==> src/ple_pkg.sv <==
// ----------------------------------------------------------------------------
// ple_pkg: shared definitions for the positional list engine
// Field widths, action and status codes, and the result status bundle.
// ----------------------------------------------------------------------------
`default_nettype none

package ple_pkg;

    localparam int DEF_CAPACITY    = 64;
    localparam int DEF_VALUE_WIDTH = 32;

    localparam int ACT_W = 3;
    localparam int POS_W = 7;
    localparam int CNT_W = 7;
    localparam int SUM_W = 38;
    localparam int ST_W  = 2;

    localparam logic [ACT_W-1:0] ACT_INS_FRONT = 3'd0;
    localparam logic [ACT_W-1:0] ACT_INS_BACK  = 3'd1;
    localparam logic [ACT_W-1:0] ACT_INS_AT    = 3'd2;
    localparam logic [ACT_W-1:0] ACT_DEL_FRONT = 3'd3;
    localparam logic [ACT_W-1:0] ACT_DEL_BACK  = 3'd4;
    localparam logic [ACT_W-1:0] ACT_DEL_AT    = 3'd5;
    localparam logic [ACT_W-1:0] ACT_FIND      = 3'd6;

    localparam logic [ST_W-1:0] ST_OK      = 2'd0;
    localparam logic [ST_W-1:0] ST_BAD_POS = 2'd1;
    localparam logic [ST_W-1:0] ST_EMPTY   = 2'd2;
    localparam logic [ST_W-1:0] ST_FULL    = 2'd3;

    typedef struct packed {
        logic [ST_W-1:0]  status;
        logic [CNT_W-1:0] entry_count;
        logic [CNT_W-1:0] even_count;
        logic [CNT_W-1:0] odd_count;
        logic [CNT_W-1:0] first_pos;
        logic [CNT_W-1:0] last_pos;
        logic [CNT_W-1:0] occurrences;
    } ple_stat_t;

endpackage

`default_nettype wire

==> src/ple_req_if.sv <==
// ----------------------------------------------------------------------------
// ple_req_if: request channel
// Valid/ready channel carrying one list action.
// ----------------------------------------------------------------------------
`default_nettype none

interface ple_req_if #(
    parameter int VALUE_WIDTH = ple_pkg::DEF_VALUE_WIDTH
) ();
    import ple_pkg::*;

    logic                          valid;
    logic                          ready;
    logic [ACT_W-1:0]              action;
    logic signed [VALUE_WIDTH-1:0] value;
    logic [POS_W-1:0]              position;

    modport source (output valid, output action, output value, output position,
                    input ready);
    modport sink   (input valid, input action, input value, input position,
                    output ready);
endinterface

`default_nettype wire

==> src/ple_rsp_if.sv <==
// ----------------------------------------------------------------------------
// ple_rsp_if: response channel
// Valid/ready channel carrying one result of a list action.
// ----------------------------------------------------------------------------
`default_nettype none

interface ple_rsp_if #(
    parameter int VALUE_WIDTH = ple_pkg::DEF_VALUE_WIDTH
) ();
    import ple_pkg::*;

    logic                          valid;
    logic                          ready;
    logic [ST_W-1:0]               status;
    logic [CNT_W-1:0]              entry_count;
    logic signed [SUM_W-1:0]       total;
    logic [CNT_W-1:0]              even_count;
    logic [CNT_W-1:0]              odd_count;
    logic signed [VALUE_WIDTH-1:0] middle_value;
    logic [CNT_W-1:0]              first_pos;
    logic [CNT_W-1:0]              last_pos;
    logic [CNT_W-1:0]              occurrences;

    modport source (output valid, output status, output entry_count, output total,
                    output even_count, output odd_count, output middle_value,
                    output first_pos, output last_pos, output occurrences,
                    input ready);
    modport sink   (input valid, input status, input entry_count, input total,
                    input even_count, input odd_count, input middle_value,
                    input first_pos, input last_pos, input occurrences,
                    output ready);
endinterface

`default_nettype wire

==> src/positional_list_engine.sv <==
// ----------------------------------------------------------------------------
// positional_list_engine: bounded ordered list of signed values
// Insert, delete and find by position or key, with running count, sum,
// parity tallies and middle element reported for every action.
// ----------------------------------------------------------------------------
//
//  channel | dir | payload                                   | transfer when
//  --------+-----+-------------------------------------------+----------------
//  req     | in  | action, value, position                   | valid & ready
//  rsp     | out | status, entry_count, total, even/odd,     | valid & ready
//          |     | middle_value, first_pos, last_pos, occur. |
//
// Each action walks the entries it touches: an insert shifts the entries from
//   its position to the end up by one, a delete moves those after the victim
//   down by one, and a find reads every entry; a rejected action or an empty find skips the walk.
// The walk does one RAM read and one write a cycle, with registered read data;
//   req is not ready until the core's result is taken.
// Reset clears the count, sum and tallies; entries need no clearing since
//   only entries below the count are ever read.
// A result sits in the rsp register while the next req is taken; the core
//   holds its finished result until that register frees up.
// ----------------------------------------------------------------------------
`default_nettype none

module positional_list_engine #(
    parameter int CAPACITY    = ple_pkg::DEF_CAPACITY,
    parameter int VALUE_WIDTH = ple_pkg::DEF_VALUE_WIDTH
) (
    input wire logic clk,
    input wire logic rst_n,
    ple_req_if.sink  req,
    ple_rsp_if.source rsp
);
    import ple_pkg::*;

    localparam int AW = $clog2(CAPACITY);

    // core to RAM
    logic                   ram_we;
    logic [AW-1:0]          ram_waddr;
    logic [VALUE_WIDTH-1:0] ram_wdata;
    logic                   ram_re;
    logic [AW-1:0]          ram_raddr;
    logic [VALUE_WIDTH-1:0] ram_rdata;

    // core result
    logic                          res_valid;
    logic                          res_ready;
    ple_stat_t                     res_stat;
    logic signed [SUM_W-1:0]       res_total;
    logic signed [VALUE_WIDTH-1:0] res_middle;

    // rsp output register
    logic                          out_vld_reg,  out_vld_next;
    ple_stat_t                     out_stat_reg;
    logic signed [SUM_W-1:0]       out_total_reg;
    logic signed [VALUE_WIDTH-1:0] out_mid_reg;

    ple_ram #(
        .WIDTH (VALUE_WIDTH),
        .DEPTH (CAPACITY)
    ) u_entries (
        .clk   (clk),
        .we    (ram_we),
        .waddr (ram_waddr),
        .wdata (ram_wdata),
        .re    (ram_re),
        .raddr (ram_raddr),
        .rdata (ram_rdata)
    );

    ple_core #(
        .CAPACITY    (CAPACITY),
        .VALUE_WIDTH (VALUE_WIDTH)
    ) u_core (
        .clk         (clk),
        .rst_n       (rst_n),
        .in_valid    (req.valid),
        .in_ready    (req.ready),
        .in_action   (req.action),
        .in_value    (req.value),
        .in_position (req.position),
        .res_valid   (res_valid),
        .res_ready   (res_ready),
        .res_stat    (res_stat),
        .res_total   (res_total),
        .res_middle  (res_middle),
        .ram_we      (ram_we),
        .ram_waddr   (ram_waddr),
        .ram_wdata   (ram_wdata),
        .ram_re      (ram_re),
        .ram_raddr   (ram_raddr),
        .ram_rdata   (ram_rdata)
    );

    // slot is free when empty or being drained this cycle
    assign res_ready = !out_vld_reg || rsp.ready;

    always_comb
    begin
        out_vld_next = out_vld_reg;
        if (res_valid && res_ready)
            out_vld_next = 1'b1;
        else if (rsp.ready)
            out_vld_next = 1'b0;
    end

    always_ff @(posedge clk or negedge rst_n)
    begin
        if (!rst_n)
        begin
            out_vld_reg <= 1'b0;
        end
        else
        begin
            out_vld_reg <= out_vld_next;
        end
    end

    always_ff @(posedge clk)
    begin
        if (res_valid && res_ready)
        begin
            out_stat_reg  <= res_stat;
            out_total_reg <= res_total;
            out_mid_reg   <= res_middle;
        end
    end

    assign rsp.valid        = out_vld_reg;
    assign rsp.status       = out_stat_reg.status;
    assign rsp.entry_count  = out_stat_reg.entry_count;
    assign rsp.total        = out_total_reg;
    assign rsp.even_count   = out_stat_reg.even_count;
    assign rsp.odd_count    = out_stat_reg.odd_count;
    assign rsp.middle_value = out_mid_reg;
    assign rsp.first_pos    = out_stat_reg.first_pos;
    assign rsp.last_pos     = out_stat_reg.last_pos;
    assign rsp.occurrences  = out_stat_reg.occurrences;

endmodule

`default_nettype wire

==> src/ple_ram.sv <==
// ----------------------------------------------------------------------------
// ple_ram: generic simple dual-port RAM
// One write port, one read port with registered read data.
// ----------------------------------------------------------------------------
`default_nettype none

module ple_ram #(
    parameter int WIDTH = 32,
    parameter int DEPTH = 64
) (
    input  wire logic                     clk,
    input  wire logic                     we,
    input  wire logic [$clog2(DEPTH)-1:0] waddr,
    input  wire logic [WIDTH-1:0]         wdata,
    input  wire logic                     re,
    input  wire logic [$clog2(DEPTH)-1:0] raddr,
    output      logic [WIDTH-1:0]         rdata
);
    logic [WIDTH-1:0] mem [DEPTH];

    always_ff @(posedge clk)
    begin
        if (we)
        begin
            mem[waddr] <= wdata;
        end
        if (re)
        begin
            rdata <= mem[raddr];
        end
    end
endmodule

`default_nettype wire

==> src/ple_core.sv <==
// ----------------------------------------------------------------------------
// ple_core: list sequencer and accounting
// Walks the entry RAM one entry per cycle to shift or search, then keeps
// count, sum and parity tallies and fetches the middle entry.
// ----------------------------------------------------------------------------
`default_nettype none

module ple_core #(
    parameter int CAPACITY    = ple_pkg::DEF_CAPACITY,
    parameter int VALUE_WIDTH = ple_pkg::DEF_VALUE_WIDTH
) (
    input  wire logic                                clk,
    input  wire logic                                rst_n,
    input  wire logic                                in_valid,
    output      logic                                in_ready,
    input  wire logic [ple_pkg::ACT_W-1:0]           in_action,
    input  wire logic signed [VALUE_WIDTH-1:0]       in_value,
    input  wire logic [ple_pkg::POS_W-1:0]           in_position,
    output      logic                                res_valid,
    input  wire logic                                res_ready,
    output      ple_pkg::ple_stat_t                  res_stat,
    output      logic signed [ple_pkg::SUM_W-1:0]    res_total,
    output      logic signed [VALUE_WIDTH-1:0]       res_middle,
    output      logic                                ram_we,
    output      logic [$clog2(CAPACITY)-1:0]         ram_waddr,
    output      logic [VALUE_WIDTH-1:0]              ram_wdata,
    output      logic                                ram_re,
    output      logic [$clog2(CAPACITY)-1:0]         ram_raddr,
    input  wire logic [VALUE_WIDTH-1:0]              ram_rdata
);
    import ple_pkg::*;

    localparam int LW = $clog2(CAPACITY + 1);
    localparam int AW = $clog2(CAPACITY);
    localparam int XW = ((LW > POS_W) ? LW : POS_W) + 1;

    localparam logic [2:0] S_IDLE = 3'd0;
    localparam logic [2:0] S_SCAN = 3'd1;
    localparam logic [2:0] S_PUT  = 3'd2;
    localparam logic [2:0] S_ACCT = 3'd3;
    localparam logic [2:0] S_MID  = 3'd4;
    localparam logic [2:0] S_MIDW = 3'd5;

    logic [2:0]                    state_reg,    state_next;
    logic [ACT_W-1:0]              act_reg,      act_next;
    logic signed [VALUE_WIDTH-1:0] value_reg,    value_next;
    logic [AW-1:0]                 idx_reg,      idx_next;
    logic [ST_W-1:0]               status_reg,   status_next;
    logic                          rd_act_reg,   rd_act_next;
    logic [AW-1:0]                 rd_ptr_reg,   rd_ptr_next;
    logic [AW-1:0]                 rd_end_reg,   rd_end_next;
    logic                          pend_vld_reg, pend_vld_next;
    logic [AW-1:0]                 pend_addr_reg, pend_addr_next;
    logic signed [VALUE_WIDTH-1:0] removed_reg,  removed_next;
    logic [LW-1:0]                 first_reg,    first_next;
    logic [LW-1:0]                 last_reg,     last_next;
    logic [LW-1:0]                 occ_reg,      occ_next;
    logic [LW-1:0]                 length_reg,   length_next;
    logic signed [SUM_W-1:0]       sum_reg,      sum_next;
    logic [LW-1:0]                 even_reg,     even_next;

    // accept-time decode
    logic [XW-1:0]   len_x;
    logic [XW-1:0]   pos_x;
    logic            is_full;
    logic            is_empty;
    logic [ST_W-1:0] dec_status;
    logic [AW-1:0]   dec_idx;
    logic            act_ins;
    logic            act_del;
    logic            act_find;
    logic [LW-1:0]   hit_pos;

    assign len_x    = XW'(length_reg);
    assign pos_x    = XW'(in_position);
    assign is_full  = (length_reg == LW'(CAPACITY));
    assign is_empty = (length_reg == '0);
    assign act_ins  = act_reg inside {ACT_INS_FRONT, ACT_INS_BACK, ACT_INS_AT};
    assign act_del  = act_reg inside {ACT_DEL_FRONT, ACT_DEL_BACK, ACT_DEL_AT};
    assign act_find = (act_reg == ACT_FIND);
    assign hit_pos  = LW'(pend_addr_reg) + LW'(1);

    always_comb
    begin
        dec_status = ST_OK;
        dec_idx    = '0;
        case (in_action)
            ACT_INS_FRONT:
            begin
                if (is_full)
                    dec_status = ST_FULL;
            end
            ACT_INS_BACK:
            begin
                dec_idx = AW'(length_reg);
                if (is_full)
                    dec_status = ST_FULL;
            end
            ACT_INS_AT:
            begin
                dec_idx = AW'(pos_x - XW'(1));
                if (pos_x == '0 || pos_x > len_x + XW'(1))
                    dec_status = ST_BAD_POS;
                else if (is_full)
                    dec_status = ST_FULL;
            end
            ACT_DEL_FRONT:
            begin
                if (is_empty)
                    dec_status = ST_EMPTY;
            end
            ACT_DEL_BACK:
            begin
                dec_idx = AW'(length_reg - LW'(1));
                if (is_empty)
                    dec_status = ST_EMPTY;
            end
            ACT_DEL_AT:
            begin
                dec_idx = AW'(pos_x - XW'(1));
                if (pos_x == '0 || pos_x > len_x)
                    dec_status = ST_BAD_POS;
            end
            default:
            begin
                dec_status = ST_OK;
            end
        endcase
    end

    always_comb
    begin
        state_next     = state_reg;
        act_next       = act_reg;
        value_next     = value_reg;
        idx_next       = idx_reg;
        status_next    = status_reg;
        rd_act_next    = rd_act_reg;
        rd_ptr_next    = rd_ptr_reg;
        rd_end_next    = rd_end_reg;
        pend_vld_next  = 1'b0;
        pend_addr_next = pend_addr_reg;
        removed_next   = removed_reg;
        first_next     = first_reg;
        last_next      = last_reg;
        occ_next       = occ_reg;
        length_next    = length_reg;
        sum_next       = sum_reg;
        even_next      = even_reg;
        ram_we         = 1'b0;
        ram_waddr      = '0;
        ram_wdata      = ram_rdata;
        ram_re         = 1'b0;
        ram_raddr      = rd_ptr_reg;
        in_ready       = (state_reg == S_IDLE);
        res_valid      = 1'b0;

        case (state_reg)
            S_IDLE:
            begin
                if (in_valid)
                begin
                    act_next    = in_action;
                    value_next  = in_value;
                    idx_next    = dec_idx;
                    status_next = dec_status;
                    first_next  = '0;
                    last_next   = '0;
                    occ_next    = '0;
                    state_next  = S_MID;
                    if (dec_status == ST_OK)
                    begin
                        if (in_action inside {ACT_INS_FRONT, ACT_INS_BACK, ACT_INS_AT})
                        begin
                            // shift tail up by one, walking from the end down
                            if (LW'(dec_idx) < length_reg)
                            begin
                                rd_ptr_next = AW'(length_reg - LW'(1));
                                rd_end_next = dec_idx;
                                rd_act_next = 1'b1;
                                state_next  = S_SCAN;
                            end
                            else
                            begin
                                state_next = S_PUT;
                            end
                        end
                        else if (in_action inside {ACT_DEL_FRONT, ACT_DEL_BACK, ACT_DEL_AT})
                        begin
                            // first read is the victim, the rest move down
                            rd_ptr_next = dec_idx;
                            rd_end_next = AW'(length_reg - LW'(1));
                            rd_act_next = 1'b1;
                            state_next  = S_SCAN;
                        end
                        else if (in_action == ACT_FIND && !is_empty)
                        begin
                            rd_ptr_next = '0;
                            rd_end_next = AW'(length_reg - LW'(1));
                            rd_act_next = 1'b1;
                            state_next  = S_SCAN;
                        end
                    end
                end
            end
            S_SCAN:
            begin
                if (rd_act_reg)
                begin
                    ram_re         = 1'b1;
                    pend_vld_next  = 1'b1;
                    pend_addr_next = rd_ptr_reg;
                    if (rd_ptr_reg == rd_end_reg)
                        rd_act_next = 1'b0;
                    else if (act_ins)
                        rd_ptr_next = rd_ptr_reg - AW'(1);
                    else
                        rd_ptr_next = rd_ptr_reg + AW'(1);
                end
                if (pend_vld_reg)
                begin
                    if (act_ins)
                    begin
                        ram_we    = 1'b1;
                        ram_waddr = pend_addr_reg + AW'(1);
                    end
                    else if (act_del)
                    begin
                        if (pend_addr_reg == idx_reg)
                        begin
                            removed_next = ram_rdata;
                        end
                        else
                        begin
                            ram_we    = 1'b1;
                            ram_waddr = pend_addr_reg - AW'(1);
                        end
                    end
                    else if (act_find && ram_rdata == value_reg)
                    begin
                        if (occ_reg == '0)
                            first_next = hit_pos;
                        last_next = hit_pos;
                        occ_next  = occ_reg + LW'(1);
                    end
                end
                // last read is in flight: it is handled this cycle
                if (!rd_act_reg)
                begin
                    if (act_ins)
                        state_next = S_PUT;
                    else if (act_del)
                        state_next = S_ACCT;
                    else
                        state_next = S_MID;
                end
            end
            S_PUT:
            begin
                ram_we      = 1'b1;
                ram_waddr   = idx_reg;
                ram_wdata   = value_reg;
                length_next = length_reg + LW'(1);
                sum_next    = sum_reg + SUM_W'(value_reg);
                if (!value_reg[0])
                    even_next = even_reg + LW'(1);
                state_next  = S_MID;
            end
            S_ACCT:
            begin
                length_next = length_reg - LW'(1);
                sum_next    = sum_reg - SUM_W'(removed_reg);
                if (!removed_reg[0])
                    even_next = even_reg - LW'(1);
                state_next  = S_MID;
            end
            S_MID:
            begin
                ram_re     = !is_empty;
                ram_raddr  = AW'(length_reg >> 1);
                state_next = S_MIDW;
            end
            S_MIDW:
            begin
                res_valid = 1'b1;
                if (res_ready)
                    state_next = S_IDLE;
            end
            default:
            begin
                state_next = S_IDLE;
            end
        endcase
    end

    assign res_stat.status      = status_reg;
    assign res_stat.entry_count = CNT_W'(length_reg);
    assign res_stat.even_count  = CNT_W'(even_reg);
    assign res_stat.odd_count   = CNT_W'(length_reg - even_reg);
    assign res_stat.first_pos   = CNT_W'(first_reg);
    assign res_stat.last_pos    = CNT_W'(last_reg);
    assign res_stat.occurrences = CNT_W'(occ_reg);
    assign res_total            = sum_reg;
    assign res_middle           = is_empty ? '0 : ram_rdata;

    always_ff @(posedge clk or negedge rst_n)
    begin
        if (!rst_n)
        begin
            state_reg    <= S_IDLE;
            rd_act_reg   <= 1'b0;
            pend_vld_reg <= 1'b0;
            length_reg   <= '0;
            sum_reg      <= '0;
            even_reg     <= '0;
        end
        else
        begin
            state_reg    <= state_next;
            rd_act_reg   <= rd_act_next;
            pend_vld_reg <= pend_vld_next;
            length_reg   <= length_next;
            sum_reg      <= sum_next;
            even_reg     <= even_next;
        end
    end

    always_ff @(posedge clk)
    begin
        act_reg       <= act_next;
        value_reg     <= value_next;
        idx_reg       <= idx_next;
        status_reg    <= status_next;
        rd_ptr_reg    <= rd_ptr_next;
        rd_end_reg    <= rd_end_next;
        pend_addr_reg <= pend_addr_next;
        removed_reg   <= removed_next;
        first_reg     <= first_next;
        last_reg      <= last_next;
        occ_reg       <= occ_next;
    end

`ifndef SYNTHESIS
    a_len_bound: assert property (@(posedge clk) disable iff (!rst_n)
        length_reg <= LW'(CAPACITY))
        else $error("entry count above capacity");

    a_even_bound: assert property (@(posedge clk) disable iff (!rst_n)
        even_reg <= length_reg)
        else $error("even tally above entry count");

    a_len_change: assert property (@(posedge clk) disable iff (!rst_n)
        (state_reg != S_PUT && state_reg != S_ACCT) |=> $stable(length_reg))
        else $error("entry count moved outside accounting step");

    a_find_order: assert property (@(posedge clk) disable iff (!rst_n)
        (res_valid && occ_reg != '0) |-> (first_reg != '0 && first_reg <= last_reg))
        else $error("find positions inconsistent");
`endif

endmodule

`default_nettype wire
==> src/flat_wrapper.sv <==
// flat-port wrapper written by rule: the top's interface ports become plain ports
module positional_list_engine_flat import ple_pkg::*;
#(
    parameter int CAPACITY    = ple_pkg::DEF_CAPACITY,
    parameter int VALUE_WIDTH = ple_pkg::DEF_VALUE_WIDTH
)
  (clk, rst_n, req_valid, req_action, req_value, req_position, req_ready, rsp_valid, rsp_status, rsp_entry_count, rsp_total, rsp_even_count, rsp_odd_count, rsp_middle_value, rsp_first_pos, rsp_last_pos, rsp_occurrences, rsp_ready);
  ple_req_if #(.VALUE_WIDTH(VALUE_WIDTH)) req_i ();
  ple_rsp_if #(.VALUE_WIDTH(VALUE_WIDTH)) rsp_i ();
  input wire logic clk;
  input wire logic rst_n;
  input wire logic [$bits(req_i.valid)-1:0] req_valid;
  input wire logic [$bits(req_i.action)-1:0] req_action;
  input wire logic [$bits(req_i.value)-1:0] req_value;
  input wire logic [$bits(req_i.position)-1:0] req_position;
  output wire logic [$bits(req_i.ready)-1:0] req_ready;
  output wire logic [$bits(rsp_i.valid)-1:0] rsp_valid;
  output wire logic [$bits(rsp_i.status)-1:0] rsp_status;
  output wire logic [$bits(rsp_i.entry_count)-1:0] rsp_entry_count;
  output wire logic [$bits(rsp_i.total)-1:0] rsp_total;
  output wire logic [$bits(rsp_i.even_count)-1:0] rsp_even_count;
  output wire logic [$bits(rsp_i.odd_count)-1:0] rsp_odd_count;
  output wire logic [$bits(rsp_i.middle_value)-1:0] rsp_middle_value;
  output wire logic [$bits(rsp_i.first_pos)-1:0] rsp_first_pos;
  output wire logic [$bits(rsp_i.last_pos)-1:0] rsp_last_pos;
  output wire logic [$bits(rsp_i.occurrences)-1:0] rsp_occurrences;
  input wire logic [$bits(rsp_i.ready)-1:0] rsp_ready;
  assign req_i.valid = req_valid;
  assign req_i.action = req_action;
  assign req_i.value = req_value;
  assign req_i.position = req_position;
  assign req_ready = req_i.ready;
  assign rsp_valid = rsp_i.valid;
  assign rsp_status = rsp_i.status;
  assign rsp_entry_count = rsp_i.entry_count;
  assign rsp_total = rsp_i.total;
  assign rsp_even_count = rsp_i.even_count;
  assign rsp_odd_count = rsp_i.odd_count;
  assign rsp_middle_value = rsp_i.middle_value;
  assign rsp_first_pos = rsp_i.first_pos;
  assign rsp_last_pos = rsp_i.last_pos;
  assign rsp_occurrences = rsp_i.occurrences;
  assign rsp_i.ready = rsp_ready;
  positional_list_engine #(.CAPACITY(CAPACITY), .VALUE_WIDTH(VALUE_WIDTH)) u_core (.clk(clk), .rst_n(rst_n), .req(req_i), .rsp(rsp_i));
endmodule
==> config.mk <==
export PLATFORM = sky130hd
export DESIGN_NAME = positional_list_engine_flat
export DESIGN_NICKNAME = d
export VERILOG_FILES = /design/src/ple_pkg.sv /design/src/ple_req_if.sv /design/src/ple_rsp_if.sv /design/src/positional_list_engine.sv /design/src/ple_ram.sv /design/src/ple_core.sv /design/src/flat_wrapper.sv
export SDC_FILE = /design/constraint.sdc
export NUM_CORES = 2
export LEC_CHECK = 0
export BUFFER_PORTS_ARGS = -buffer_cell sky130_fd_sc_hd__buf_2
export CAP_MARGIN = 10
export CORE_AREA = 5 5 415 417
export DETAILED_ROUTE_END_ITERATION = 12
export DIE_AREA = 0 0 420 422
export MAX_ROUTING_LAYER = met4
export PLACE_DENSITY_LB_ADDON = 0.3
export SKIP_LAST_GASP = 1
export SYNTH_ARGS = -nofsm -noshare
export SYNTH_HDL_FRONTEND = slang
export SYNTH_SLANG_ARGS = --single-unit
==> constraint.sdc <==
create_clock -name clk -period 6.71 [get_ports clk]
set_input_delay 0.671 -clock clk [delete_from_list [all_inputs] [get_ports clk]]
set_output_delay 0.671 -clock clk [all_outputs]
set_load 0.005 [all_outputs]
==> out/metrics.yaml <==
route:
  drc: 0
  ant_nets: 0
  viasPerCell: 6.57
  drt_iter0_drc: 6951
  vias: 50700
  wirelength_um: 238000
  dr.pass1.iters: 6
  wire_per_inst_um: 30.8
floorplanning:
  io_pins: 162
  die_h_um: 422
  die-area_um2: 177000
  initial_core_util: 0.564
  die_w_um: 420
  rows: 151
  core_area_um2: 168000
sta:
  min_period_ns: 5.58
  skew_ns: 0.0419
  slew_headroom: 0.219
  final-hold-violation-count: 0
  rsz0062_at_grt: "false"
  maxSlewViolCount: 0
  setup_tns_ns: 0
  clock.fmax_mhz: 179
  setup_viol: 0
  worst_pin_slew_ns: 1.17
  final.period_utilization: 0.831
  whs_ns: 0.0752
clock_tree:
  cts-htree-levels: 4
  clockBufferDepth: 3
  cts_setup_buffers: 0
  cts_tree: "done"
  cts_root_buffer: "clkbuf_16"
  cts.sinks: 2366
  hold_buffers: 27
  numCtsBuffers: 224
  clk_pin_slew_ns: 0.06
  clkLatencyLatePin_ns: 0.87
  ctsResizeCount: 0
setup_path:
  critPathMaxFanout: 113
  cp.required_ns: 7.28
  crit_type: "register to register"
  critPathLaunchType: "register"
  cp.arrival_ns: 6.15
  critPathCaptureType: "register"
min_path:
  hold_class: "input port to register"
place:
  dp_cells: 7273
  gp_congestion: 0.934
  port_buffers: 161
  dp_hpwl_um: 139000
layout:
  mostFrequentLayoutCells: "edfxtp_1, mux4_2, nand2_1, clkbuf_16, a211oi_1"
  final_nets: 5442
  synthToLayoutAreaGrowth_pct: 13.0
  top_register: "u_core.u_entries.mem"
  finalNonFillerCells: 7718
  largest_reg_flops: 2048
  final_common_cell: "edfxtp_1"
  drive_above_1_share: 0.235
pwr:
  peakVddDrop_mv: 0.876
  leakage_nw: 34.6
  powerDensity_nw_per_um2: 494
synthesis:
  synthArstFlopShare: 0.0245
  yosys_warnings: 0
  synth_top_cell_by_area: "edfxtp_1"
  ys.flop_type: "edfxtp_1"
  syn_nets: 5131
  avgSynthCellArea_um2: 19.0
  synth_cell_types: 72
  synth_cells: 5001
  syn_area_um2: 95000
  synth-edff-count: 2308
  ys_seq_area_frac: 0.745
  synthTopCellsByArea: "edfxtp_1, mux4_2, dfrtp_1"
  netlist.area_leader.share: 0.730
  synth_seq_cells: 2366
status:
  outcome: "complete, no violations"
run:
  cap_violations: 0
global_route:
  track_usage: 0.277
  grt_pass1_vias: 50200
  grt_max_degree: 114
  grt_antenna_before_repair: 4
  grt_first_pass_wirelength_um: 348000
  overflow: 0
[path summary, 6_finish.rpt]
kind	start	end	slack, ns	depth (start not counted)
max	u_core.u_core.state_reg[0]$_DFFE_PN0P_	u_core.u_entries.rdata[22]$_DFFE_PP_	1.13	11
min	req_value[0]	u_core.u_core.value_reg[0]$_DFFE_PP_	0.08	1
max reg2reg	u_core.u_core.state_reg[0]$_DFFE_PN0P_	u_core.u_entries.rdata[22]$_DFFE_PP_	1.13	11
min reg2reg	u_core.u_core.first_reg[5]$_DFFE_PP_	u_core.rsp.first_pos[5]$_DFFE_PP_	0.42	0
max in group asynchronous	rst_n	u_core.u_core.length_reg[0]$_DFFE_PN0P_	5.61	3
min in group asynchronous	rst_n	u_core.u_core.res_total[36]$_DFFE_PN0P_	0.52	3
[cells by family after synthesis]
kind of cell    after synthesis  share of synthesized area
compound gates              674                     0.0474
xor+xnor                    139                     0.0128
buf+inv                     319                     0.0138
mux                         555                      0.126
simple gates                864                     0.0435
fa+ha+maj                    84                     0.0114
flops                      2366                      0.745
[routing by layer]
layer	up-vias	share of wire	wire (um)	track usage
met5	-	0	0	-
met4	0	0.028	6740	0.0784
met3	370	0.10	24300	0.0559
met2	2946	0.48	115000	0.426
met1	26400	0.39	91700	0.385
li1	21000	-	-	-
[metrics by stage]
stage | cell area [um2] | setup slack (ns) | power, W | utilization
final | 107000 | 1.13 | 0.0530 | 0.638
after detailed placement | 99500 | 1.27 | 0.0403 | 0.591
after CTS | 107000 | 1.20 | 0.0530 | 0.637
after floorplan | 95000 | 0.0845 | 0.0331 | -
after global placement | 99500 | 1.34 | 0.0399 | 0.591
after global routing | 107000 | 1.02 | 0.0551 | 0.638
[critical path, stage by stage (launching register included)]
cell	delay, ns
dfrtp_1	0.62
or2_4	0.40
nor2_8	0.28
mux2i_4	0.51
buf_12	0.50
buf_4	0.85
mux4_2	0.42
and2_1	0.17
a211oi_1	0.22
a31oi_1	0.14
a21oi_1	0.69
a21oi_1	0.19
[Yosys cell counts, types with 4 or more instances]
master     instances
dfrtp_1           58
fa_1               4
ha_1              80
nand3b_1           6
mux4_2           512
o21a_1            22
o211ai_1          11
or4_1              7
nand4_1           13
a22oi_1           11
nor2b_1           12
o31ai_1           12
nand2b_1          13
nor2_1           136
or4_4              4
o21bai_1           6
buf_2             75
nor3_1            37
a31oi_1           68
xor2_1            52
mux2i_1           10
nand3_1           32
o22ai_1            7
inv_1             47
edfxtp_1        2308
nand2_1          385
nor3b_1            5
a311oi_1          64
xnor2_1           87
o21ai_0           99
clkbuf_1         159
and2_1           165
a211oi_1         173
a21o_1            23
or2_2              4
and3_1            10
a2111oi_0          6
or3_1              6
nor4_1            11
mux2_2            33
a21oi_1          136
o31a_1             6
buf_1             34
[report_power, final]
part	internal, W	leakage (nW)	switching [W]
combinational	0.00691	9.42	0.0125
clock	0.00728	3.62	0.00550
sequential	0.0199	21.5	0.000906
total	0.0341	34.6	0.0189
[area by class of cell]
cell class | count | area [um2]
Inverter | 47 | 176
Fill cell | 11100 | 61000
Clock buffer | 275 | 5830
Sequential cell | 2366 | 70800
Antenna cell | 2 | 5.00
Timing Repair Buffer | 357 | 2630
Tap cell | 2218 | 2780
Clock inverter | 137 | 1620
Multi-Input combinational cell | 2316 | 23500
(Power assumes the default switching activity.)
